File: config.mk
export PLATFORM = sky130hd
export DESIGN_NAME = in_order_reserve_commit_tracker_core_flat
export DESIGN_NICKNAME = d
export VERILOG_FILES = /design/src/design/ioct_pkg.sv /design/src/design/ioct_ifs.sv /design/src/design/ioct_in_reg.sv /design/src/design/ioct_step.sv /design/src/design/ioct_out_reg.sv /design/src/design/in_order_reserve_commit_tracker_core.sv /design/src/flat_wrapper.sv
export SDC_FILE = /design/constraint.sdc
export NUM_CORES = 1
export LEC_CHECK = 0
export ABC_AREA = 1
export BUFFER_PORTS_ARGS = -buffer_cell sky130_fd_sc_hd__buf_2
export CAP_MARGIN = 10
export CORE_AREA = 2 2 207 209
export CTS_CLUSTER_DIAMETER = 120
export DETAILED_ROUTE_END_ITERATION = 10
export DIE_AREA = 0 0 209 211
export RECOVER_POWER = 50
export SYNTH_ARGS = -nofsm -noshare
export SYNTH_HDL_FRONTEND = slang
export SYNTH_SLANG_ARGS = --single-unit
File: constraint.sdc
create_clock -name clk -period 3.9 [get_ports clk]
set_clock_uncertainty 0.1 [all_clocks]
set_input_delay 0.585 -clock clk [delete_from_list [all_inputs] [get_ports clk]]
set_output_delay 0.585 -clock clk [all_outputs]
set_load 0.02 [all_outputs]
File: src/design/ioct_pkg.sv
// Package for the in-order reserve/commit tracker.
// Holds widths, command/error/outcome codes and the stage, state and result structs.
// No dependencies; every other design file imports it.
`default_nettype none

package ioct_pkg;

    // Width of the tracking counters; they wrap at this width.
    localparam int COUNT_WIDTH = 16;
    // Width of the id, ordinal and count fields on the ports.
    localparam int FIELD_WIDTH = 16;

    typedef logic [COUNT_WIDTH-1:0] count_t;
    typedef logic [FIELD_WIDTH-1:0] field_t;

    typedef enum logic [2:0] {
        CMD_START           = 3'd0,
        CMD_RESERVE         = 3'd1,
        CMD_RENDER          = 3'd2,
        CMD_COMMIT          = 3'd3,
        CMD_CLOSE_PLANNED   = 3'd4,
        CMD_CLOSE_UNPLANNED = 3'd5
    } cmd_code_t;

    typedef enum logic [2:0] {
        ERR_NONE           = 3'd0,
        ERR_INVALID        = 3'd1,
        ERR_NOT_STARTED    = 3'd2,
        ERR_CLOSED         = 3'd3,
        ERR_MISMATCH       = 3'd4,
        ERR_RENDER_MISSING = 3'd5,
        ERR_DUP_RENDER     = 3'd6,
        ERR_CONSERVATION   = 3'd7
    } err_code_t;

    typedef enum logic [1:0] {
        OUT_NONE      = 2'd0,
        OUT_RESERVED  = 2'd1,
        OUT_DUPLICATE = 2'd2,
        OUT_EXHAUSTED = 2'd3
    } outcome_t;

    // One accepted command word.
    typedef struct packed {
        logic [2:0] command;
        field_t     reservation_id;
        field_t     intent_ordinal;
    } cmd_word_t;

    // Input stage handoff to the step logic.
    typedef struct packed {
        logic      valid;
        cmd_word_t word;
    } stage_t;

    // Architectural tracker state.
    typedef struct packed {
        logic      started;
        logic      closed;
        logic      planned;
        logic      active;
        logic      rendered;
        err_code_t sticky_error;
        count_t    loaded_count;
        count_t    head_index;
        count_t    issued_total;
        count_t    rendered_total;
        count_t    commit_total;
        field_t    serial_counter;
        field_t    active_serial;
        field_t    active_item;
    } track_state_t;

    // One result word.
    typedef struct packed {
        logic      ok;
        outcome_t  reserve_outcome;
        field_t    granted_id;
        field_t    granted_ordinal;
        err_code_t error_code;
        logic      is_started;
        logic      is_closed;
        logic      planned_end;
        logic      has_active;
        logic      active_rendered;
        field_t    committed_count;
        field_t    unissued_count;
    } result_t;

endpackage

`default_nettype wire

File: src/design/ioct_ifs.sv
// Valid/ready channel interfaces for the tracker: command words in, result words out.
// Depends on ioct_pkg for the field types.
`default_nettype none

interface ioct_cmd_if;
    import ioct_pkg::*;

    logic       valid;
    logic       ready;
    logic [2:0] command;
    field_t     reservation_id;
    field_t     intent_ordinal;

    modport source (output valid, output command, output reservation_id,
                    output intent_ordinal, input ready);
    modport sink   (input valid, input command, input reservation_id,
                    input intent_ordinal, output ready);
endinterface

interface ioct_res_if;
    import ioct_pkg::*;

    logic       valid;
    logic       ready;
    logic       ok;
    logic [1:0] reserve_outcome;
    field_t     granted_id;
    field_t     granted_ordinal;
    logic [2:0] error_code;
    logic       is_started;
    logic       is_closed;
    logic       planned_end;
    logic       has_active;
    logic       active_rendered;
    field_t     committed_count;
    field_t     unissued_count;

    modport source (output valid, output ok, output reserve_outcome, output granted_id,
                    output granted_ordinal, output error_code, output is_started,
                    output is_closed, output planned_end, output has_active,
                    output active_rendered, output committed_count,
                    output unissued_count, input ready);
    modport sink   (input valid, input ok, input reserve_outcome, input granted_id,
                    input granted_ordinal, input error_code, input is_started,
                    input is_closed, input planned_end, input has_active,
                    input active_rendered, input committed_count,
                    input unissued_count, output ready);
endinterface

`default_nettype wire

File: src/design/ioct_in_reg.sv
// Input register of the tracker: captures one command word per cycle while it is empty or its held word moves on.
// Depends on ioct_pkg and the ioct_cmd_if interface.
`default_nettype none

module ioct_in_reg (
    input  wire logic            clk,
    input  wire logic            rst_n,
    ioct_cmd_if.sink             cmd_chan,
    input  wire logic            advance,
    output ioct_pkg::stage_t     stage
);
    import ioct_pkg::*;

    logic      valid_reg;
    logic      valid_next;
    cmd_word_t word_reg;
    logic      take;

    // Accept when empty or when the held word moves on this cycle
    assign cmd_chan.ready = !valid_reg || advance;
    assign take           = cmd_chan.valid && cmd_chan.ready;

    // Hold, refill or drain the stage
    always_comb
    begin
        if (take)
        begin
            valid_next = 1'b1;
        end
        else if (advance)
        begin
            valid_next = 1'b0;
        end
        else
        begin
            valid_next = valid_reg;
        end
    end

    always_ff @(posedge clk or negedge rst_n)
    begin
        if (!rst_n)
        begin
            valid_reg <= 1'b0;
        end
        else
        begin
            valid_reg <= valid_next;
        end
    end

    // Capture payload on accept
    always_ff @(posedge clk)
    begin
        if (take)
        begin
            word_reg.command        <= cmd_chan.command;
            word_reg.reservation_id <= cmd_chan.reservation_id;
            word_reg.intent_ordinal <= cmd_chan.intent_ordinal;
        end
    end

    assign stage.valid = valid_reg;
    assign stage.word  = word_reg;

endmodule

`default_nettype wire

File: src/design/ioct_step.sv
// Command decode and state update of the tracker: next state and result word.
// Purely combinational; depends on ioct_pkg.
`default_nettype none

module ioct_step (
    input  wire ioct_pkg::cmd_word_t    word,
    input  wire ioct_pkg::track_state_t state_cur,
    input  wire ioct_pkg::field_t       required_count,
    output ioct_pkg::track_state_t      state_nxt,
    output ioct_pkg::result_t           result
);
    import ioct_pkg::*;

    // Counter value to port field width: truncate or zero-extend
    function automatic field_t to_field(input count_t v);
        logic [COUNT_WIDTH+FIELD_WIDTH-1:0] w;
        w = {{FIELD_WIDTH{1'b0}}, v};
        return w[FIELD_WIDTH-1:0];
    endfunction

    // Field value to counter width, saturating when it does not fit
    function automatic count_t sat_count(input field_t v);
        logic [COUNT_WIDTH+FIELD_WIDTH-1:0] w;
        w = {{COUNT_WIDTH{1'b0}}, v};
        if ((w >> COUNT_WIDTH) != '0)
        begin
            return '1;
        end
        return w[COUNT_WIDTH-1:0];
    endfunction

    // Keep the first error code
    function automatic err_code_t keep_first(input err_code_t cur, input err_code_t code);
        return (cur == ERR_NONE) ? code : cur;
    endfunction

    // Counter conservation check on a candidate state
    function automatic logic cons_ok(input track_state_t s);
        logic [COUNT_WIDTH:0] head_plus;
        logic [COUNT_WIDTH:0] commit_plus;
        head_plus   = {1'b0, s.head_index} + {{COUNT_WIDTH{1'b0}}, s.active};
        commit_plus = {1'b0, s.commit_total}
                    + {{COUNT_WIDTH{1'b0}}, (s.active && s.rendered)};
        return (s.head_index == s.commit_total)
            && (s.head_index <= s.issued_total)
            && (s.issued_total <= s.loaded_count)
            && ({1'b0, s.issued_total} == head_plus)
            && ({1'b0, s.rendered_total} == commit_plus);
    endfunction

    track_state_t nxt;
    logic         ok;
    outcome_t     outcome;
    field_t       gid;
    field_t       gord;
    count_t       load_n;
    logic         names_active;
    logic         gate_fail;

    assign load_n       = sat_count(required_count);
    assign names_active = state_cur.active && (word.reservation_id != '0)
                        && (word.reservation_id == state_cur.active_serial)
                        && (word.intent_ordinal == state_cur.active_item);

    // Shared gate of reserve, render and commit: not started, closed or errored
    assign gate_fail = !state_cur.started || state_cur.closed
                     || (state_cur.sticky_error != ERR_NONE);

    // Decode the command and work out the next state
    always_comb
    begin
        nxt     = state_cur;
        ok      = 1'b0;
        outcome = OUT_NONE;
        gid     = '0;
        gord    = '0;
        unique case (word.command) inside
            CMD_START:
            begin
                nxt = '0;
                if (load_n == '0)
                begin
                    nxt.sticky_error = ERR_INVALID;
                end
                else
                begin
                    nxt.loaded_count = load_n;
                    nxt.started      = 1'b1;
                    ok               = 1'b1;
                end
            end
            CMD_RESERVE:
            begin
                if (!state_cur.started)
                begin
                    nxt.sticky_error = keep_first(state_cur.sticky_error, ERR_NOT_STARTED);
                end
                else if (state_cur.closed)
                begin
                    nxt.sticky_error = keep_first(state_cur.sticky_error, ERR_CLOSED);
                end
                else if (gate_fail)
                begin
                    nxt = state_cur;
                end
                else if (state_cur.active)
                begin
                    outcome = OUT_DUPLICATE;
                    gid     = state_cur.active_serial;
                    gord    = state_cur.active_item;
                    ok      = 1'b1;
                end
                else if (state_cur.head_index == state_cur.loaded_count)
                begin
                    outcome = OUT_EXHAUSTED;
                    ok      = 1'b1;
                end
                else
                begin
                    nxt.serial_counter = state_cur.serial_counter + field_t'(1);
                    nxt.active_serial  = state_cur.serial_counter + field_t'(1);
                    nxt.active_item    = to_field(state_cur.head_index);
                    nxt.active         = 1'b1;
                    nxt.rendered       = 1'b0;
                    nxt.issued_total   = state_cur.issued_total + count_t'(1);
                    if (!cons_ok(nxt))
                    begin
                        nxt.sticky_error = ERR_CONSERVATION;
                    end
                    else
                    begin
                        outcome = OUT_RESERVED;
                        gid     = nxt.active_serial;
                        gord    = nxt.active_item;
                        ok      = 1'b1;
                    end
                end
            end
            CMD_RENDER, CMD_COMMIT:
            begin
                if (!state_cur.started)
                begin
                    nxt.sticky_error = keep_first(state_cur.sticky_error, ERR_NOT_STARTED);
                end
                else if (state_cur.closed)
                begin
                    nxt.sticky_error = keep_first(state_cur.sticky_error, ERR_CLOSED);
                end
                else if (gate_fail)
                begin
                    nxt = state_cur;
                end
                else if (!names_active)
                begin
                    nxt.sticky_error = ERR_MISMATCH;
                end
                else if (word.command == CMD_RENDER)
                begin
                    if (state_cur.rendered)
                    begin
                        nxt.sticky_error = ERR_DUP_RENDER;
                    end
                    else
                    begin
                        nxt.rendered       = 1'b1;
                        nxt.rendered_total = state_cur.rendered_total + count_t'(1);
                        ok                 = 1'b1;
                    end
                end
                else if (!state_cur.rendered)
                begin
                    nxt.sticky_error = ERR_RENDER_MISSING;
                end
                else
                begin
                    nxt.head_index    = state_cur.head_index + count_t'(1);
                    nxt.commit_total  = state_cur.commit_total + count_t'(1);
                    nxt.active        = 1'b0;
                    nxt.rendered      = 1'b0;
                    nxt.active_serial = '0;
                    nxt.active_item   = '0;
                    if (!cons_ok(nxt))
                    begin
                        nxt.sticky_error = ERR_CONSERVATION;
                    end
                    else
                    begin
                        ok = 1'b1;
                    end
                end
            end
            CMD_CLOSE_PLANNED, CMD_CLOSE_UNPLANNED:
            begin
                if (!state_cur.started)
                begin
                    nxt.sticky_error = keep_first(state_cur.sticky_error, ERR_NOT_STARTED);
                end
                else if (state_cur.closed)
                begin
                    nxt.sticky_error = keep_first(state_cur.sticky_error, ERR_CLOSED);
                end
                else
                begin
                    nxt.planned = (word.command == CMD_CLOSE_PLANNED);
                    nxt.closed  = 1'b1;
                    if (!cons_ok(nxt))
                    begin
                        nxt.sticky_error = keep_first(state_cur.sticky_error,
                                                      ERR_CONSERVATION);
                    end
                    else
                    begin
                        ok = (state_cur.sticky_error == ERR_NONE);
                    end
                end
            end
            default:
            begin
                nxt = state_cur;
            end
        endcase
    end

    assign state_nxt = nxt;

    // Result word: command outcome plus snapshot of the updated state
    assign result.ok              = ok;
    assign result.reserve_outcome = outcome;
    assign result.granted_id      = gid;
    assign result.granted_ordinal = gord;
    assign result.error_code      = nxt.sticky_error;
    assign result.is_started      = nxt.started;
    assign result.is_closed       = nxt.closed;
    assign result.planned_end     = nxt.planned;
    assign result.has_active      = nxt.active;
    assign result.active_rendered = nxt.rendered;
    assign result.committed_count = to_field(nxt.head_index);
    assign result.unissued_count  = to_field(nxt.loaded_count - nxt.issued_total);

endmodule

`default_nettype wire

File: src/design/ioct_out_reg.sv
// Result register of the tracker: holds one result word until the receiver takes it.
// Depends on ioct_pkg and the ioct_res_if interface.
`default_nettype none

module ioct_out_reg (
    input  wire logic              clk,
    input  wire logic              rst_n,
    input  wire logic              load,
    input  wire ioct_pkg::result_t result,
    output logic                   advance,
    ioct_res_if.source             res_chan
);
    import ioct_pkg::*;

    logic    valid_reg;
    result_t result_reg;

    // Free to load when empty or when the held word is taken this cycle
    assign advance = !valid_reg || res_chan.ready;

    always_ff @(posedge clk or negedge rst_n)
    begin
        if (!rst_n)
        begin
            valid_reg <= 1'b0;
        end
        else if (advance)
        begin
            valid_reg <= load;
        end
    end

    always_ff @(posedge clk)
    begin
        if (advance && load)
        begin
            result_reg <= result;
        end
    end

    // Drive the result channel
    assign res_chan.valid           = valid_reg;
    assign res_chan.ok              = result_reg.ok;
    assign res_chan.reserve_outcome = result_reg.reserve_outcome;
    assign res_chan.granted_id      = result_reg.granted_id;
    assign res_chan.granted_ordinal = result_reg.granted_ordinal;
    assign res_chan.error_code      = result_reg.error_code;
    assign res_chan.is_started      = result_reg.is_started;
    assign res_chan.is_closed       = result_reg.is_closed;
    assign res_chan.planned_end     = result_reg.planned_end;
    assign res_chan.has_active      = result_reg.has_active;
    assign res_chan.active_rendered = result_reg.active_rendered;
    assign res_chan.committed_count = result_reg.committed_count;
    assign res_chan.unissued_count  = result_reg.unissued_count;

endmodule

`default_nettype wire

File: src/design/in_order_reserve_commit_tracker_core.sv
// In-order reserve/commit tracker, top level.
// Usage:
//   cmd_chan carries one command word (command, reservation_id, intent_ordinal)
//   per valid/ready handshake; res_chan returns exactly one result word per
//   command, in order, with the ok flag, reserve outcome, granted id/ordinal
//   and a snapshot of the tracker state after the command.
//   cfg_we/cfg_wdata write required_count, which a start command loads; write
//   it only while no command is in flight.
// Timing:
//   An accepted word sits in the input register; once the result register is
//   free, it is decoded and committed to the tracker state at the same edge at
//   which its result is loaded into the result register and offered. One command
//   per cycle is sustained while res_chan.ready stays high; the step logic is combinational.
// Reset:
//   rst_n clears all tracker state, required_count and both stage valids.
// Stall:
//   While res_chan.ready is low the result word holds, the input register
//   fills and then cmd_chan.ready drops; nothing is lost or repeated.
// Depends on ioct_pkg, ioct_ifs, ioct_in_reg, ioct_step and ioct_out_reg.
`default_nettype none

module in_order_reserve_commit_tracker_core (
    input  wire logic             clk,
    input  wire logic             rst_n,
    input  wire logic             cfg_we,
    input  wire ioct_pkg::field_t cfg_wdata,
    ioct_cmd_if.sink              cmd_chan,
    ioct_res_if.source            res_chan
);
    import ioct_pkg::*;

    stage_t       stage;
    logic         advance;
    logic         step_fire;
    field_t       required_count_reg;
    track_state_t state_reg;
    track_state_t state_next;
    result_t      result;

    assign step_fire = stage.valid && advance;

    // Configuration register
    always_ff @(posedge clk or negedge rst_n)
    begin
        if (!rst_n)
        begin
            required_count_reg <= '0;
        end
        else if (cfg_we)
        begin
            required_count_reg <= cfg_wdata;
        end
    end

    // Tracker state advances with each command that moves to the result register
    always_ff @(posedge clk or negedge rst_n)
    begin
        if (!rst_n)
        begin
            state_reg <= '0;
        end
        else if (step_fire)
        begin
            state_reg <= state_next;
        end
    end

    ioct_in_reg u_in_reg (
        .clk      (clk),
        .rst_n    (rst_n),
        .cmd_chan (cmd_chan),
        .advance  (advance),
        .stage    (stage)
    );

    ioct_step u_step (
        .word           (stage.word),
        .state_cur      (state_reg),
        .required_count (required_count_reg),
        .state_nxt      (state_next),
        .result         (result)
    );

    ioct_out_reg u_out_reg (
        .clk      (clk),
        .rst_n    (rst_n),
        .load     (stage.valid),
        .result   (result),
        .advance  (advance),
        .res_chan (res_chan)
    );

    // A rendered mark only exists on an outstanding reservation
    assert property (@(posedge clk) disable iff (!rst_n)
        state_reg.rendered |-> state_reg.active)
        else $error("rendered flag set without an active reservation");

    // An outstanding reservation only exists on a started tracker
    assert property (@(posedge clk) disable iff (!rst_n)
        state_reg.active |-> state_reg.started)
        else $error("active reservation on a tracker that is not started");

    // Commits never pass the loaded count
    assert property (@(posedge clk) disable iff (!rst_n)
        state_reg.head_index <= state_reg.loaded_count)
        else $error("head index beyond loaded count");

    // The first error stays until a start command
    assert property (@(posedge clk) disable iff (!rst_n)
        (step_fire && (stage.word.command != CMD_START)
         && (state_reg.sticky_error != ERR_NONE))
        |=> $stable(state_reg.sticky_error))
        else $error("sticky error changed without a start");

endmodule

`default_nettype wire

File: src/flat_wrapper.sv
// flat-port wrapper written by rule: the top's interface ports become plain ports
module in_order_reserve_commit_tracker_core_flat import ioct_pkg::*;
  (clk, rst_n, cfg_we, cfg_wdata, cmd_chan_valid, cmd_chan_command, cmd_chan_reservation_id, cmd_chan_intent_ordinal, cmd_chan_ready, res_chan_valid, res_chan_ok, res_chan_reserve_outcome, res_chan_granted_id, res_chan_granted_ordinal, res_chan_error_code, res_chan_is_started, res_chan_is_closed, res_chan_planned_end, res_chan_has_active, res_chan_active_rendered, res_chan_committed_count, res_chan_unissued_count, res_chan_ready);
  ioct_cmd_if cmd_chan_i ();
  ioct_res_if res_chan_i ();
  input  wire logic clk;
  input  wire logic rst_n;
  input  wire logic cfg_we;
  input  wire ioct_pkg::field_t cfg_wdata;
  input wire logic [$bits(cmd_chan_i.valid)-1:0] cmd_chan_valid;
  input wire logic [$bits(cmd_chan_i.command)-1:0] cmd_chan_command;
  input wire logic [$bits(cmd_chan_i.reservation_id)-1:0] cmd_chan_reservation_id;
  input wire logic [$bits(cmd_chan_i.intent_ordinal)-1:0] cmd_chan_intent_ordinal;
  output wire logic [$bits(cmd_chan_i.ready)-1:0] cmd_chan_ready;
  output wire logic [$bits(res_chan_i.valid)-1:0] res_chan_valid;
  output wire logic [$bits(res_chan_i.ok)-1:0] res_chan_ok;
  output wire logic [$bits(res_chan_i.reserve_outcome)-1:0] res_chan_reserve_outcome;
  output wire logic [$bits(res_chan_i.granted_id)-1:0] res_chan_granted_id;
  output wire logic [$bits(res_chan_i.granted_ordinal)-1:0] res_chan_granted_ordinal;
  output wire logic [$bits(res_chan_i.error_code)-1:0] res_chan_error_code;
  output wire logic [$bits(res_chan_i.is_started)-1:0] res_chan_is_started;
  output wire logic [$bits(res_chan_i.is_closed)-1:0] res_chan_is_closed;
  output wire logic [$bits(res_chan_i.planned_end)-1:0] res_chan_planned_end;
  output wire logic [$bits(res_chan_i.has_active)-1:0] res_chan_has_active;
  output wire logic [$bits(res_chan_i.active_rendered)-1:0] res_chan_active_rendered;
  output wire logic [$bits(res_chan_i.committed_count)-1:0] res_chan_committed_count;
  output wire logic [$bits(res_chan_i.unissued_count)-1:0] res_chan_unissued_count;
  input wire logic [$bits(res_chan_i.ready)-1:0] res_chan_ready;
  assign cmd_chan_i.valid = cmd_chan_valid;
  assign cmd_chan_i.command = cmd_chan_command;
  assign cmd_chan_i.reservation_id = cmd_chan_reservation_id;
  assign cmd_chan_i.intent_ordinal = cmd_chan_intent_ordinal;
  assign cmd_chan_ready = cmd_chan_i.ready;
  assign res_chan_valid = res_chan_i.valid;
  assign res_chan_ok = res_chan_i.ok;
  assign res_chan_reserve_outcome = res_chan_i.reserve_outcome;
  assign res_chan_granted_id = res_chan_i.granted_id;
  assign res_chan_granted_ordinal = res_chan_i.granted_ordinal;
  assign res_chan_error_code = res_chan_i.error_code;
  assign res_chan_is_started = res_chan_i.is_started;
  assign res_chan_is_closed = res_chan_i.is_closed;
  assign res_chan_planned_end = res_chan_i.planned_end;
  assign res_chan_has_active = res_chan_i.has_active;
  assign res_chan_active_rendered = res_chan_i.active_rendered;
  assign res_chan_committed_count = res_chan_i.committed_count;
  assign res_chan_unissued_count = res_chan_i.unissued_count;
  assign res_chan_i.ready = res_chan_ready;
  in_order_reserve_commit_tracker_core u_core (.clk(clk), .rst_n(rst_n), .cfg_we(cfg_we), .cfg_wdata(cfg_wdata), .cmd_chan(cmd_chan_i), .res_chan(res_chan_i));
endmodule
==> summary.txt <==
Critical path
  • Crit. End Element: flop
  • Max incr delay on CP: about 0.43 ns
  • Worst Path Arrival: just over 4 ns
  • Kind of critical path: flop to flop
  • Worst setup SP type: flop
  • Crit path max-delay family: compound AO/OA/AOI/OAI gates
  • CP Buf/Inv Count: 4
  • Peak fanout along the critical path: 3
  • Most used cell, CP: nand2_1
  • Crit path max-delay cell type: dfrtp_1
  • Worst Path Required: 4.11 ns

STA
  • Slew @ Worst Pin: 2.38 ns
  • Final Max Tran Viols: approximately 140
  • RSZ-0062 raised after global routing: true
  • Min Tclk post-route: around 3.9 ns
  • Maximum clock frequency: around 260 MHz
  • Setup tns final: 0 ns
  • Worst Hold Slack: 0.114 ns
  • Part of the cycle the worst path needs: approximately 99%
  • Final-report setup violation count: 0
  • Final Hold Viols: 0
  • Slew margin rel.: -58.6%

Pwr
  • Clock Power Share: between 20% and 30%
  • Combinational Power Share: about half
  • Leakage power: 0.0106 uW
  • Power share of the sequential group: a little over a quarter
  • Psw: between 6000 and 7000 uW
  • PD cells: about 630 mW/mm2
  • Switching share of power: 43.6%
  • Pint: between 8000 and 9000 uW
  • VDD IR max: approximately 310 uV

Routing
  • Routed wire length: 70.1 mm
  • Drt first-iter violations: around 1,800
  • First-pass DRT Iterations: 5
  • Wirelength per Cell: about 20 um
  • Via count: about 19,000
  • DRC Markers: 0
  • DR vias/cell: between 5 and 6
  • Antenna Nets Post-Route: 0

GRT
  • Largest net degree at the start of global routing: 64
  • Initial antenna violation count: 0
  • First-pass GRT wire length: 106 mm
  • Number of global-route vias before repair: 17,900
  • Tot GR Track Use: about a third
  • Gr ovfl total: 0

Synth
  • Mapped Cells: 2,506
  • Syn. warnings: 0
  • Async set-reset flop share out of synthesis: 58.3%
  • Post-synth EDFFs: 110
  • Mapped Nets: about 2,700
  • Mapped cell area: 0.0186 mm2
  • Top post-synthesis cells by area: dfrtp_1, edfxtp_1, nand2_1
  • Register area share after synthesis: roughly two fifths
  • Synth cell types: 56
  • Number of synthesized register bits: 264
  • Post-synth top flop: dfrtp_1
  • Synth area leader: dfrtp_1
  • Yosys top cell area share: 20.8%
  • Mapped Avg Cell Area: between 7 and 8 um2

Placement
  • Final estimated routing congestion in global placement: around 0.98
  • Port Buffers: around 130
  • Post-DP HPWL: between 50 and 60 mm
  • Placed insts: between 3,000 and 4,000

Finish
  • Area delta synth->final: 22.9%
  • Max reg flops: ~140
  • Diodes inserted: 0
  • Most common cell after layout, fill and taps aside: nand2_1
  • Most frequent cells in the layout: nand2_1, inv_1, buf_4, o21ai_0, nor2_1
  • Ratio of cells with drive above 1 in the final layout: between 15 and 20%
  • Fillers: 4,030
  • Final std cells w/o fill: roughly 3,400
  • Fin nets: between 3,000 and 4,000

Clock tree
  • Clk sink count: around 260
  • CTS Buffer Depth: 3
  • CTS Buf Count: 34
  • Htree depth: 2
  • Root Driver: clkbuf_16
  • CTS tree: yes
  • Worst-Skew Late Latency: 0.55 ns
  • Clock transition at path regs: approximately 0.06 ns

Die
  • Initial Utilization: between 40 and 50%
  • Core Box Area: ~0.042 mm2
  • DIE HEIGHT: between 200 and 250 um
  • I/O Pins: 133
  • Rows: 75
  • Die W: roughly 210 um
  • DIE AREA: 0.0441 mm2

Flow run
  • Max-Cap Viols: 3

Outcome
  • Status: finished, violations left
  • Failing checks: max-capacitance violations, max-slew violations

Worst hold path
  • Hold Crit Class: primary input to flop
==> through the flow <==
| step | instance area [um2] | util, % | total power (uW) | setup WS (ns) |
|---|---|---|---|---|
| after global routing | 22800 | 54.6 | 15300 | -0.134 |
| final | 22800 | 54.6 | 14400 | 0.0404 |
| after detailed placement | 21300 | 51.1 | 10900 | -0.151 |
| after CTS | 22500 | 53.9 | 14100 | -0.0127 |
| after global placement | 21300 | 51.1 | 10800 | -0.108 |
| after floorplan | 18600 | - | 7950 | 0.0173 |
==> final cells by class <==
type | instances | area (um2) | area share, %
well taps | 539 | 674 | 2.96
clock inverters | 19 | 188 | 0.823
inverters | 283 | 1070 | 4.68
clock buffers | 41 | 928 | 4.07
flip-flops and latches | 264 | 7160 | 31.4
repair buffers | 397 | 2690 | 11.8
multi-input cells | 1875 | 10100 | 44.3
==> Yosys cell counts, types with 15 or more instances <==
cell,instances
o21ai_0,202
a21oi_1,120
ha_1,103
nor3_1,23
xnor2_1,22
dfrtp_1,154
xor2_1,63
buf_4,16
inv_1,272
nand2_1,756
nor2_1,197
nand3_1,162
edfxtp_1,110
o22ai_1,26
nand4_1,54
clkbuf_1,37
nand2_2,15
buf_2,18
==> metal layers <==
layer	wire (um)	share of wire [%]	up-vias	track usage [%]
li1	-	-	8984	-
met1	30500	44	8877	43.3
met2	31800	45	786	50.9
met3	4680	6.7	153	3.26
met4	3120	4.5	0	14.0
met5	0	0	-	0
==> worst paths after layout <==
kind | from | to | slack, ns | cells past startpoint
setup / recovery | u_core.state_reg[101] | u_core.u_out_reg.res_chan.unissued_count[14] | 0.04 | 27
hold / removal | cmd_chan_intent_ordinal[4] | u_core.u_in_reg.stage[4] | 0.11 | 1
setup reg to reg | u_core.state_reg[101] | u_core.u_out_reg.res_chan.unissued_count[14] | 0.04 | 27
hold reg to reg | u_core.state_reg[133] | u_core.state_reg[133] | 0.39 | 2
max in group asynchronous | rst_n | u_core.state_reg[37] | 0.86 | 3
min in group asynchronous | rst_n | u_core.state_reg[82] | 0.89 | 2
==> timing repair <==
item | 4_1_cts | 5_1_grt
hold buffers | 1 | 0
setup endpoints to repair | 6 | 45
pin swaps | 4 | 35
gates cloned | 0 | 0
buffers inserted | 4 | 26
hold endpoints to repair | 56 | 0
resized for setup | 8 | 70
==> power groups by stage <==
stage	sequential, uW	combinational [uW]	clock, uW
4_1_cts	3890	7010	3230
6_report	3900	7340	3180
3_3_place_gp	3930	6860	0
5_1_grt	3960	7980	3310
3_5_place_dp	3930	6930	0
2_1_floorplan	4110	3840	0
==> kinds of logic (layout without fill, tap and decap cells) <==
kind of cell / Yosys count / count (layout) / share of synthesized area, %
AOI/OAI and AO/OA: 402 / 402 / 11.8
xor gates and xnor gates: 86 / 86 / 4.10
adders and majority gates: 104 / 104 / 7.05
buffers and inverters: 367 / 740 / 8.14
DFF: 264 / 264 / 38.6
muxes: 12 / 12 / 0.728
and+or+nand+nor: 1271 / 1271 / 29.6
No activity file was read; power rests on OpenSTA's default activity.
